File: src/sv/qmd_pkg.sv
// Shared types and constants for the Q16.16 multiply/divide unit.
// Used by every module of the block; depends on nothing else.
package qmd_pkg;

    localparam int unsigned DATA_W          = 32;
    localparam int unsigned FRAC_W          = 16;
    localparam int unsigned MUL_HI          = 47;
    localparam int unsigned GUARD_SHIFT     = 14;
    localparam int unsigned DIV_STEPS       = 48;
    localparam int unsigned STEPS_PER_STAGE = 2;
    localparam int unsigned DIV_STAGES      = DIV_STEPS / STEPS_PER_STAGE;

    localparam logic [DATA_W-1:0] SAT_POS = 32'h7FFF_FFFF;
    localparam logic [DATA_W-1:0] SAT_NEG = 32'h8000_0000;

    typedef enum logic {
        OP_MUL = 1'b0,
        OP_DIV = 1'b1
    } op_t;

    // One item in flight: the product rides along untouched while the
    // divider fields advance two quotient bits per stage.
    typedef struct packed {
        op_t               op;
        logic              neg;
        logic              sat;
        logic [DATA_W-1:0] prod;
        logic [DATA_W-1:0] num;
        logic [DATA_W-1:0] den;
        logic [DATA_W-1:0] rem;
        logic [DATA_W-1:0] quo;
    } slot_t;

endpackage

File: src/sv/qmd_back.sv
// Result stage: sign fix-up, saturation and selection, into the output register.
// Depends on qmd_pkg.
module qmd_back (
    input  logic                       clk,
    input  logic                       rst_n,
    input  logic                       in_valid,
    output logic                       in_ready,
    input  qmd_pkg::slot_t             in_slot,
    output logic                       out_valid,
    input  logic                       out_ready,
    output logic [qmd_pkg::DATA_W-1:0] out_result
);

    logic [qmd_pkg::DATA_W-1:0] result_next;
    logic [qmd_pkg::DATA_W-1:0] result_reg;
    logic                       valid_reg;

    always_comb
    begin
        case (in_slot.op)
            qmd_pkg::OP_DIV:
            begin
                if (in_slot.sat)
                begin
                    result_next = in_slot.neg ? qmd_pkg::SAT_NEG : qmd_pkg::SAT_POS;
                end
                else if (in_slot.neg)
                begin
                    result_next = qmd_pkg::DATA_W'(0) - in_slot.quo;
                end
                else
                begin
                    result_next = in_slot.quo;
                end
            end
            default:
            begin
                result_next = in_slot.prod;
            end
        endcase
    end

    assign in_ready = !valid_reg || out_ready;

    always_ff @(posedge clk or negedge rst_n)
    begin
        if (!rst_n)
        begin
            valid_reg <= 1'b0;
        end
        else if (in_ready)
        begin
            valid_reg <= in_valid;
        end
    end

    always_ff @(posedge clk)
    begin
        if (in_valid && in_ready)
        begin
            result_reg <= result_next;
        end
    end

    assign out_valid  = valid_reg;
    assign out_result = result_reg;

endmodule

File: config.mk
export PLATFORM = sky130hd
export DESIGN_NAME = qmd_back
export DESIGN_NICKNAME = d
export VERILOG_FILES = /design/src/sv/qmd_pkg.sv /design/src/sv/qmd_back.sv
export SDC_FILE = /design/constraint.sdc
export NUM_CORES = 1
export LEC_CHECK = 0
export ABC_CLOCK_PERIOD_IN_PS = 3900
export BUFFER_PORTS_ARGS = -buffer_cell sky130_fd_sc_hd__buf_4
export CELL_PAD_IN_SITES_DETAIL_PLACEMENT = 1
export CELL_PAD_IN_SITES_GLOBAL_PLACEMENT = 1
export CORE_MARGIN = 2
export CORE_UTILIZATION = 28
export DETAILED_ROUTE_END_ITERATION = 7
export PLACE_DENSITY_LB_ADDON = 0.1
export SLEW_MARGIN = 15
export SYNTH_ARGS = -nofsm -noshare
export SYNTH_HDL_FRONTEND = slang
export SYNTH_SLANG_ARGS = --single-unit
File: constraint.sdc
create_clock -name clk -period 3.9 [get_ports clk]
set_input_delay 0 -clock clk [delete_from_list [all_inputs] [get_ports clk]]
set_output_delay 0 -clock clk [all_outputs]
set_load 0.02 [all_outputs]
==> impl_metrics.ini <==
[synth]
avgSynthCellArea_um2 = 8.71
synthCells = 281
synth_fp_nets = 449
syn-cell-area_mm2 = 0.00245
async_reset_ff_frac = 0.0303
ys.flop_type = edfxtp_1
yosys_warnings = 0
yosysSeqAreaShare = 0.403
synth_edf_count = 32
synth_cell_type_count = 52
synth-seq-cells = 33

[setup_path]
worstPathMaxFanout = 7
crit_required_ns = 3.91
setup.worst_path.start_class = input pin
cp_slowest_cell = nor3b_2
arrival_ns = 1.95
r2r_cells = 3
regToRegSetupSlack_ns = 2.52
timing.rr.start = out_valid
cpPeakStageDelay_ns = 0.40
crit_type = input pin to flip-flop
r2r-end = out_result[28]
crit_path_end_kind = flip-flop
crit_chain = buf_4 > inv_1 > ha_1 > nor3b_2 > nand2_1 > o21ai_1 > o21ai_0 > xnor2_1 > o221ai_1
critPathTopFamily = simple AND/OR/NAND/NOR gates
crit_buf_inv = 2

[sta]
hold_viol = 0
worstMarginPinSlew_ns = 0.853
post-route-period-util = 0.497
slew_headroom = 0.431
tns_ns = 0
fmax_mhz = 516
fin_worst_skew_ns = 0.00418
setup_viol = 0
drv_slew = 0
min_period_ns = 1.94
rsz0062_at_grt = no

[global_routing]
grt_usage = 0.175
grt_max_degree = 57
grt_pass1_vias = 2555
grt_pass1_wl_um = 13400
grt_antenna_before_repair = 0
overflow = 0

[min_path]
min_path_cells = 3
hp-class = input pin to flip-flop
hold_end = out_result[10]
worstHoldStart = in_slot[138]

[clocking]
clk_pin_slew_worst_paths_ns = 0.07
root_buffer = clkbuf_8
cts_num_sinks = 33
cts.path.max_buffers = 2
cts_tree = built
clk_latency_ns = 0.28
numCtsBuffers = 5
h-tree-depth = 2
postCtsResizedCells = 0

[detailed_routing]
first_pass_iters = 4
drt_iter0_markers = 66
ant_nets = 0
vias = 2531
vias_per_cell = 5.18
drt-total-wl_um = 8200
drc = 0
drt-wirelength-per-cell_um = 16.8

[final_layout]
mostFrequentLayoutCells = buf_4, o21ai_0, edfxtp_1
final_common_cell = buf_4
fillers = 1054
drive_gt1_frac = 0.331
n_antenna_cell = 0
area_growth_pct = 41.0
final_nets = 548
fin_area_mm2 = 0.00345

[power]
power.density_mw_per_mm2 = 302
p_total_mw = 1.04
ir_drop_mv = 0.139
p_leak_nw = 1.38

[place]
portBuffers = 104
hpwl_um = 5810
dpl_cell_area_mm2 = 0.00330
gp_congestion = 0.759

[floorplan]
pin_count = 201
start_util = 0.285
die_y_um = 97.5
core_region_area_mm2 = 0.00859
die_area_mm2 = 0.00950
placementRows = 34
dieWidth_um = 97.5

[flow_run]
cap_violations = 0

[status]
outcome = complete, no violations
==> state kept, by name, summed over array words and instances, names as in the netlist <==
register,flops
out_result,32
out_valid,1
==> worst max-delay path by stage <==
stage	from	endpoint	slack, ns	depth (start not counted)
floorplan	out_valid	out_result[0]	1.97	2
global placement	in_slot[0]	out_result[30]	1.70	9
detailed placement	in_slot[0]	out_result[30]	1.66	9
CTS	in_slot[0]	out_result[30]	1.95	9
global route	in_slot[0]	out_result[30]	1.76	9
finish	in_slot[0]	out_result[30]	1.96	9
==> area by class of cell <==
cell class	instances	area, um2	share of cell area
clock buffers	7	86.3	0.0250
inverters	30	113	0.0326
well taps	108	135	0.0392
flip-flops and latches	33	986	0.286
multi-input cells	202	1280	0.372
repair buffers	108	818	0.237
clock inverters	1	30.0	0.00870
==> report_power, final <==
group | total (mW) | switching (mW) | internal, mW | leakage, nW
combinational | 0.269 | 0.149 | 0.120 | 1.01
sequential | 0.428 | 0.00686 | 0.422 | 0.317
clock | 0.343 | 0.135 | 0.209 | 0.0585
==> what timing repair did <==
action	CTS	global route
hold buffers	3	0
buffers inserted	0	0
endpoints found under the hold margin	3	0
==> metrics by stage <==
step,utilization,hold WS [ns],std cells,worst slack (ns)
after floorplan,-,-0.296,281,1.97
final,0.402,0.0195,489,1.96
after global routing,0.402,0.0115,489,1.76
after detailed placement,0.385,-0.222,478,1.66
after CTS,0.402,0.00912,489,1.95
after global placement,0.385,-0.224,478,1.70
==> worst reg2reg max path, stage by stage (launching register included) <==
cell,delay (ns)
dfrtp_1,0.38
nand2b_1,0.11
and2_1,0.14
buf_4,0.39
==> layer usage <==
layer	global-route usage	up-vias	wire (um)
met5	0	-	0
met4	0.0363	0	36
met3	0.0374	2	425
met2	0.278	72	3710
met1	0.245	1200	4030
li1	-	1257	-
==> Yosys cell counts, types with 2 or more instances <==
cell type | count | area (um2)
nand2_1 | 16 | 60.1
o211ai_1 | 4 | 30.0
nor4_4 | 4 | 85.1
o32ai_1 | 3 | 26.3
nor2_1 | 24 | 90.1
a21oi_1 | 23 | 115
or3_1 | 4 | 25.0
nor4_1 | 5 | 31.3
o22ai_1 | 3 | 18.8
xnor2_1 | 4 | 35.0
a31oi_1 | 8 | 50.1
o221ai_1 | 13 | 114
nor4_2 | 2 | 25.0
and2_1 | 3 | 18.8
nor3_1 | 9 | 45.0
buf_1 | 2 | 7.51
nand3_1 | 4 | 20.0
inv_1 | 29 | 109
o21ai_0 | 32 | 160
or4_1 | 2 | 15.0
nor2b_1 | 5 | 31.3
nand2_2 | 2 | 12.5
nand2b_1 | 4 | 25.0
a41oi_1 | 4 | 35.0
nand4_1 | 2 | 12.5
clkbuf_1 | 11 | 41.3
xor2_1 | 2 | 17.5
buf_2 | 2 | 10.0
edfxtp_1 | 32 | 961
==> logic make-up (layout without fill, tap and decap cells) <==
| kind of cell | Yosys count | count (layout) | synth area share |
|---|---|---|---|
| muxes | 3 | 3 | 0.0148 |
| AOI/OAI and AO/OA | 100 | 100 | 0.258 |
| adders and majority gates | 1 | 1 | 0.00511 |
| buffers and inverters | 46 | 146 | 0.0731 |
| xor gates and xnor gates | 6 | 6 | 0.0215 |
| DFF | 33 | 33 | 0.403 |
| and+or+nand+nor | 92 | 92 | 0.225 |
(Power assumes the default switching activity.)
