==> config.mk <==
export PLATFORM = sky130hd
export DESIGN_NAME = qmd_front
export DESIGN_NICKNAME = d
export VERILOG_FILES = /design/src/sv/qmd_pkg.sv /design/src/sv/qmd_front.sv
export SDC_FILE = /design/constraint.sdc
export NUM_CORES = 2
export LEC_CHECK = 0
export BUFFER_PORTS_ARGS = -buffer_cell sky130_fd_sc_hd__buf_2
export CORE_ASPECT_RATIO = 0.5
export CORE_MARGIN = 2
export CORE_UTILIZATION = 40
export CTS_BUF_LIST = sky130_fd_sc_hd__clkbuf_8
export DETAILED_ROUTE_END_ITERATION = 7
export PLACE_DENSITY_LB_ADDON = 0.25
export SYNTH_ARGS = -nofsm -noshare
export SYNTH_HDL_FRONTEND = slang
export SYNTH_SLANG_ARGS = --single-unit
==> constraint.sdc <==
create_clock -name clk -period 4.4 [get_ports clk]
set_input_delay 0.44 -clock clk [delete_from_list [all_inputs] [get_ports clk]]
set_output_delay 0.44 -clock clk [all_outputs]
set_load 0.02 [all_outputs]
==> src/sv/qmd_pkg.sv <==
// Shared types and constants for the Q16.16 multiply/divide unit.
// Used by every module of the block; depends on nothing else.
package qmd_pkg;

    localparam int unsigned DATA_W          = 32;
    localparam int unsigned FRAC_W          = 16;
    localparam int unsigned MUL_HI          = 47;
    localparam int unsigned GUARD_SHIFT     = 14;
    localparam int unsigned DIV_STEPS       = 48;
    localparam int unsigned STEPS_PER_STAGE = 2;
    localparam int unsigned DIV_STAGES      = DIV_STEPS / STEPS_PER_STAGE;

    localparam logic [DATA_W-1:0] SAT_POS = 32'h7FFF_FFFF;
    localparam logic [DATA_W-1:0] SAT_NEG = 32'h8000_0000;

    typedef enum logic {
        OP_MUL = 1'b0,
        OP_DIV = 1'b1
    } op_t;

    // One item in flight: the product rides along untouched while the
    // divider fields advance two quotient bits per stage.
    typedef struct packed {
        op_t               op;
        logic              neg;
        logic              sat;
        logic [DATA_W-1:0] prod;
        logic [DATA_W-1:0] num;
        logic [DATA_W-1:0] den;
        logic [DATA_W-1:0] rem;
        logic [DATA_W-1:0] quo;
    } slot_t;

endpackage

==> src/sv/qmd_front.sv <==
// Entry stage: operand magnitudes, overflow guard and the signed product.
// Depends on qmd_pkg.
module qmd_front (
    input  logic                       clk,
    input  logic                       rst_n,
    input  logic                       in_valid,
    output logic                       in_ready,
    input  logic                       op,
    input  logic [qmd_pkg::DATA_W-1:0] a,
    input  logic [qmd_pkg::DATA_W-1:0] b,
    output logic                       out_valid,
    input  logic                       out_ready,
    output qmd_pkg::slot_t             out_slot
);

    logic signed [2*qmd_pkg::DATA_W-1:0] product;
    logic [qmd_pkg::DATA_W-1:0]          mag_a;
    logic [qmd_pkg::DATA_W-1:0]          mag_b;
    logic signed [qmd_pkg::DATA_W-1:0]   guard_lhs;
    qmd_pkg::slot_t                      slot_next;
    qmd_pkg::slot_t                      slot_reg;
    logic                                valid_reg;

    assign product = (2*qmd_pkg::DATA_W)'($signed(a)) * (2*qmd_pkg::DATA_W)'($signed(b));

    // Magnitudes wrap, so the most negative value keeps its sign bit and
    // takes part in the guard compare as a negative number.
    assign mag_a     = a[qmd_pkg::DATA_W-1] ? (qmd_pkg::DATA_W'(0) - a) : a;
    assign mag_b     = b[qmd_pkg::DATA_W-1] ? (qmd_pkg::DATA_W'(0) - b) : b;
    assign guard_lhs = $signed(mag_a) >>> qmd_pkg::GUARD_SHIFT;

    always_comb
    begin
        slot_next      = '0;
        slot_next.op   = qmd_pkg::op_t'(op);
        slot_next.neg  = a[qmd_pkg::DATA_W-1] ^ b[qmd_pkg::DATA_W-1];
        slot_next.sat  = guard_lhs >= $signed(mag_b);
        slot_next.prod = product[qmd_pkg::MUL_HI:qmd_pkg::FRAC_W];
        slot_next.num  = mag_a;
        slot_next.den  = mag_b;
    end

    assign in_ready = !valid_reg || out_ready;

    always_ff @(posedge clk or negedge rst_n)
    begin
        if (!rst_n)
        begin
            valid_reg <= 1'b0;
        end
        else if (in_ready)
        begin
            valid_reg <= in_valid;
        end
    end

    always_ff @(posedge clk)
    begin
        if (in_valid && in_ready)
        begin
            slot_reg <= slot_next;
        end
    end

    assign out_valid = valid_reg;
    assign out_slot  = slot_reg;

endmodule

==> impl_metrics.xml <==
<?xml version="1.0" encoding="UTF-8"?>
<metrics>
  <group name="flow_run">
    <metric name="maxCapViolCount" unit="">0</metric>
  </group>
  <group name="drt">
    <metric name="route.vias.total" unit="">25744</metric>
    <metric name="route.detailed.drc" unit="">0</metric>
    <metric name="drt_first_pass_iters" unit="">5</metric>
    <metric name="finalWirelength" unit="mm">101</metric>
    <metric name="avgViaCountPerCell" unit="">4.85</metric>
    <metric name="iteration_0_drc_count_of_the_detailed_router" unit="">1653</metric>
    <metric name="drt.antenna.violating_nets" unit="">0</metric>
    <metric name="avgRoutedWirePerCell" unit="um">19.0</metric>
  </group>
  <group name="logic_synthesis">
    <metric name="seq_area_frac_synth" unit="%">8.69</metric>
    <metric name="post_synth_num_cell_types" unit="">60</metric>
    <metric name="synth_async_sr_flop_share" unit="%">1.00</metric>
    <metric name="synthesized_instance_count" unit="">3653</metric>
    <metric name="yosys_register_bits" unit="">100</metric>
    <metric name="synthesis.area_per_instance" unit="sq um">9.45</metric>
    <metric name="syn_area" unit="sq um">34500</metric>
    <metric name="post_synth_edffs" unit="">99</metric>
    <metric name="ys.flop_type" unit="">sky130_fd_sc_hd__edfxtp_1</metric>
    <metric name="synth.yosys.warnings" unit="">0</metric>
  </group>
  <group name="hold_path">
    <metric name="hold_path.class" unit="">in2reg</metric>
  </group>
  <group name="worst_setup_path">
    <metric name="worst_ep_required_time" unit="ns">4.62</metric>
    <metric name="cp-start-kind" unit="">input pin</metric>
    <metric name="crit_family" unit="">adder cells</metric>
    <metric name="timing.critical_path.slowest_stage_cell" unit="">sky130_fd_sc_hd__fa_2</metric>
    <metric name="critical_path.most_common_cell" unit="">sky130_fd_sc_hd__fa_1</metric>
    <metric name="crit_arrival" unit="ns">6.78</metric>
    <metric name="slowest_delay" unit="ns">0.61</metric>
    <metric name="critical_path.cell_chain" unit="">buf_12, buf_12, buf_6, and2_4, fa_1, inv_2, fa_1, fa_1, fa_2, fa_2, fa_1, fa_2, fa_1, inv_2, ha_4, a21o_1, a311oi_4, nand3_1, o211ai_1, buf_4, o21ai_4, buf_6, xor2_1</metric>
    <metric name="worstSetupEndpointType" unit="">register</metric>
    <metric name="number_of_buffer_and_inverter_stages_on_the_critical_path" unit="">7</metric>
    <metric name="worstPathMaxFanout" unit="">5</metric>
    <metric name="critPathKind" unit="">in2reg</metric>
  </group>
  <group name="timing">
    <metric name="fmax" unit="MHz">152</metric>
    <metric name="maxSlewHeadroom" unit="%">55.2</metric>
    <metric name="rsz0062_at_grt" unit="">yes</metric>
    <metric name="timing.final.crit_share" unit="%">149</metric>
    <metric name="timing.final.hold_violations" unit="">0</metric>
    <metric name="final_period_minus_worst_setup_slack" unit="ns">6.56</metric>
    <metric name="worst_pin_slew" unit="ns">0.672</metric>
    <metric name="setup_viol" unit="">33</metric>
    <metric name="fin_skew" unit="ns">0.0275</metric>
    <metric name="timing.final.ws_setup" unit="ns">-2.16</metric>
    <metric name="final-max-slew-violation-count" unit="">0</metric>
  </group>
  <group name="status">
    <metric name="run_status" unit="">finished with violations</metric>
    <metric name="violations" unit="">negative setup slack</metric>
  </group>
  <group name="die">
    <metric name="ioPinCount" unit="">234</metric>
    <metric name="core_area" unit="sq um">85800</metric>
    <metric name="dieWidth" unit="um">419</metric>
    <metric name="rows" unit="">76</metric>
    <metric name="die_area" unit="sq um">88800</metric>
    <metric name="floorplan.die.height" unit="um">212</metric>
    <metric name="floorplan.initialDensity" unit="%">40.2</metric>
  </group>
  <group name="cells_and_area">
    <metric name="area_delta_synth_final" unit="%">23.7</metric>
    <metric name="final_nets" unit="">5242</metric>
    <metric name="area.sequential" unit="sq um">3000</metric>
    <metric name="final_layout_size_suffix_gt1_share" unit="%">24.1</metric>
    <metric name="multi_input_area" unit="sq um">28600</metric>
    <metric name="nFillCells" unit="">8001</metric>
    <metric name="antenna-diode-count" unit="">0</metric>
  </group>
  <group name="cts">
    <metric name="cts-htree-levels" unit="">3</metric>
    <metric name="cts-buffers-inserted" unit="">9</metric>
    <metric name="tritoncts" unit="">yes</metric>
    <metric name="clk_pin_slew" unit="ns">0.15</metric>
    <metric name="clock_sink_count" unit="">100</metric>
    <metric name="clock_insertion_delay_worst_skew" unit="ns">0.46</metric>
    <metric name="ctsRootBufferMaster" unit="">sky130_fd_sc_hd__clkbuf_8</metric>
    <metric name="cts_buffer_depth" unit="">2</metric>
  </group>
  <group name="placement">
    <metric name="place.port_buffers" unit="">169</metric>
    <metric name="dp_slack" unit="ns">-3.08</metric>
    <metric name="place.gp.congestion" unit="">0.896</metric>
    <metric name="post-dp-hpwl" unit="mm">85.9</metric>
  </group>
  <group name="global_route">
    <metric name="grt_use_total" unit="%">23.4</metric>
    <metric name="maximum_number_of_pins_on_one_net_before_global_route_repair" unit="">100</metric>
    <metric name="grt_pass1_wl" unit="mm">158</metric>
    <metric name="grt_overflow_total" unit="">0</metric>
    <metric name="grt_antenna_before_repair" unit="">1</metric>
    <metric name="grt_pass1_vias" unit="">27461</metric>
  </group>
</metrics>
[registers in the layout, indices dropped and copies added (netlist names)]
register,count
out_slot,99
out_valid,1
[worst register-to-register path, cell delays in order, from the launching register on]
cell	delay [ns]
sky130_fd_sc_hd__dfrtp_1	0.40
sky130_fd_sc_hd__nand2b_1	0.11
sky130_fd_sc_hd__and2_4	0.16
sky130_fd_sc_hd__buf_12	0.40
[cell usage after synthesis (all sizes together) (17+ instances only)]
| cell | instances | area share [%] |
|---|---|---|
| a21o | 29 | 0.63 |
| a21oi | 51 | 0.74 |
| and2 | 434 | 7.9 |
| buf | 77 | 1.6 |
| clkbuf | 206 | 2.2 |
| edfxtp | 99 | 8.6 |
| fa | 838 | 49 |
| ha | 197 | 7.1 |
| inv | 840 | 9.1 |
| nand2 | 500 | 5.4 |
| nand2b | 17 | 0.31 |
| nand4 | 19 | 0.34 |
| nor2 | 25 | 0.27 |
| o21ai | 47 | 0.68 |
| o31ai | 17 | 0.38 |
| xnor2 | 109 | 2.8 |
| xor2 | 27 | 0.69 |
[metrics by stage]
stage	instances	utilization [%]	area (sq um)	TNS, ns	hold WS [ns]
finish	5313	49.8	42700	-59.87	0.139
detailed placement	5249	46.9	40200	-87.24	0.216
CTS	5295	48.8	41800	-59.73	0.108
global route	5313	49.8	42700	-64.88	0.129
global placement	5249	46.9	40200	-85.53	0.216
floorplan	3716	-	35600	-66.38	0.144
[cells in the final DEF (no fill, tap or decap), types with 30 or more instances in the layout]
master | Yosys | routed
sky130_fd_sc_hd__and2_4 | 0 | 33
sky130_fd_sc_hd__inv_1 | 839 | 802
sky130_fd_sc_hd__fa_2 | 0 | 64
sky130_fd_sc_hd__inv_2 | 1 | 37
sky130_fd_sc_hd__buf_2 | 3 | 123
sky130_fd_sc_hd__nand2_1 | 500 | 480
sky130_fd_sc_hd__xnor2_1 | 109 | 106
sky130_fd_sc_hd__edfxtp_1 | 99 | 99
sky130_fd_sc_hd__buf_12 | 0 | 58
sky130_fd_sc_hd__fa_1 | 838 | 774
sky130_fd_sc_hd__conb_1 | 1 | 64
sky130_fd_sc_hd__ha_4 | 0 | 30
sky130_fd_sc_hd__buf_6 | 1 | 67
sky130_fd_sc_hd__buf_4 | 64 | 416
sky130_fd_sc_hd__and2_1 | 434 | 401
sky130_fd_sc_hd__ha_1 | 197 | 163
[kinds of logic after synthesis]
| family | after synthesis | share of synthesized area, % |
|---|---|---|
| xor gates and xnor gates | 136 | 3.45 |
| and+or+nand+nor | 1063 | 15.5 |
| other | 1 | 0.0109 |
| buffers and inverters | 1123 | 12.9 |
| adders and majority gates | 1035 | 55.8 |
| DFF | 100 | 8.69 |
| AOI/OAI and AO/OA | 194 | 3.58 |
| muxes | 1 | 0.0326 |
[routing by layer]
metal | track usage (%) | part of all wire, % | vias to the layer above
li1 | - | - | 11468
met1 | 31.3 | 42 | 13552
met2 | 40.8 | 51 | 591
met3 | 1.57 | 3.5 | 133
met4 | 7.41 | 3.5 | 0
met5 | 0 | 0 | -
[worst paths after layout]
kind	from	to	slack, ns	cells after the start
worst min-delay path	op	out_slot[162]	0.14	1
worst max register to register	out_valid	out_slot[157]	2.79	3
worst min register to register	out_valid	out_valid	0.56	2
min in group asynchronous	rst_n	out_valid	0.26	2
max in group asynchronous	rst_n	out_valid	4.06	2
worst max-delay path	a[18]	out_slot[157]	-2.16	23
[timing repair]
action / in CTS / in global routing
endpoints found under the hold margin: 1 / 0
cloned: 4 / 2
setup buffers: 25 / 17
hold buffers: 1 / 0
gates resized for setup: 272 / 181
pin swaps: 123 / 104
endpoints found under the setup margin: 33 / 33
[cell type report]
class	count	share of cell area, %
clock buffers	9	0.290
clock inverters	7	0.208
inverters	840	7.40
multi-input cells	2493	67.1
flip-flops and latches	100	7.02
well taps	1170	3.43
repair buffers	694	14.6
Power is left out: the tool's default activity adds up to more than one toggle a clock period on the data nets, which glitch-free logic cannot reach.
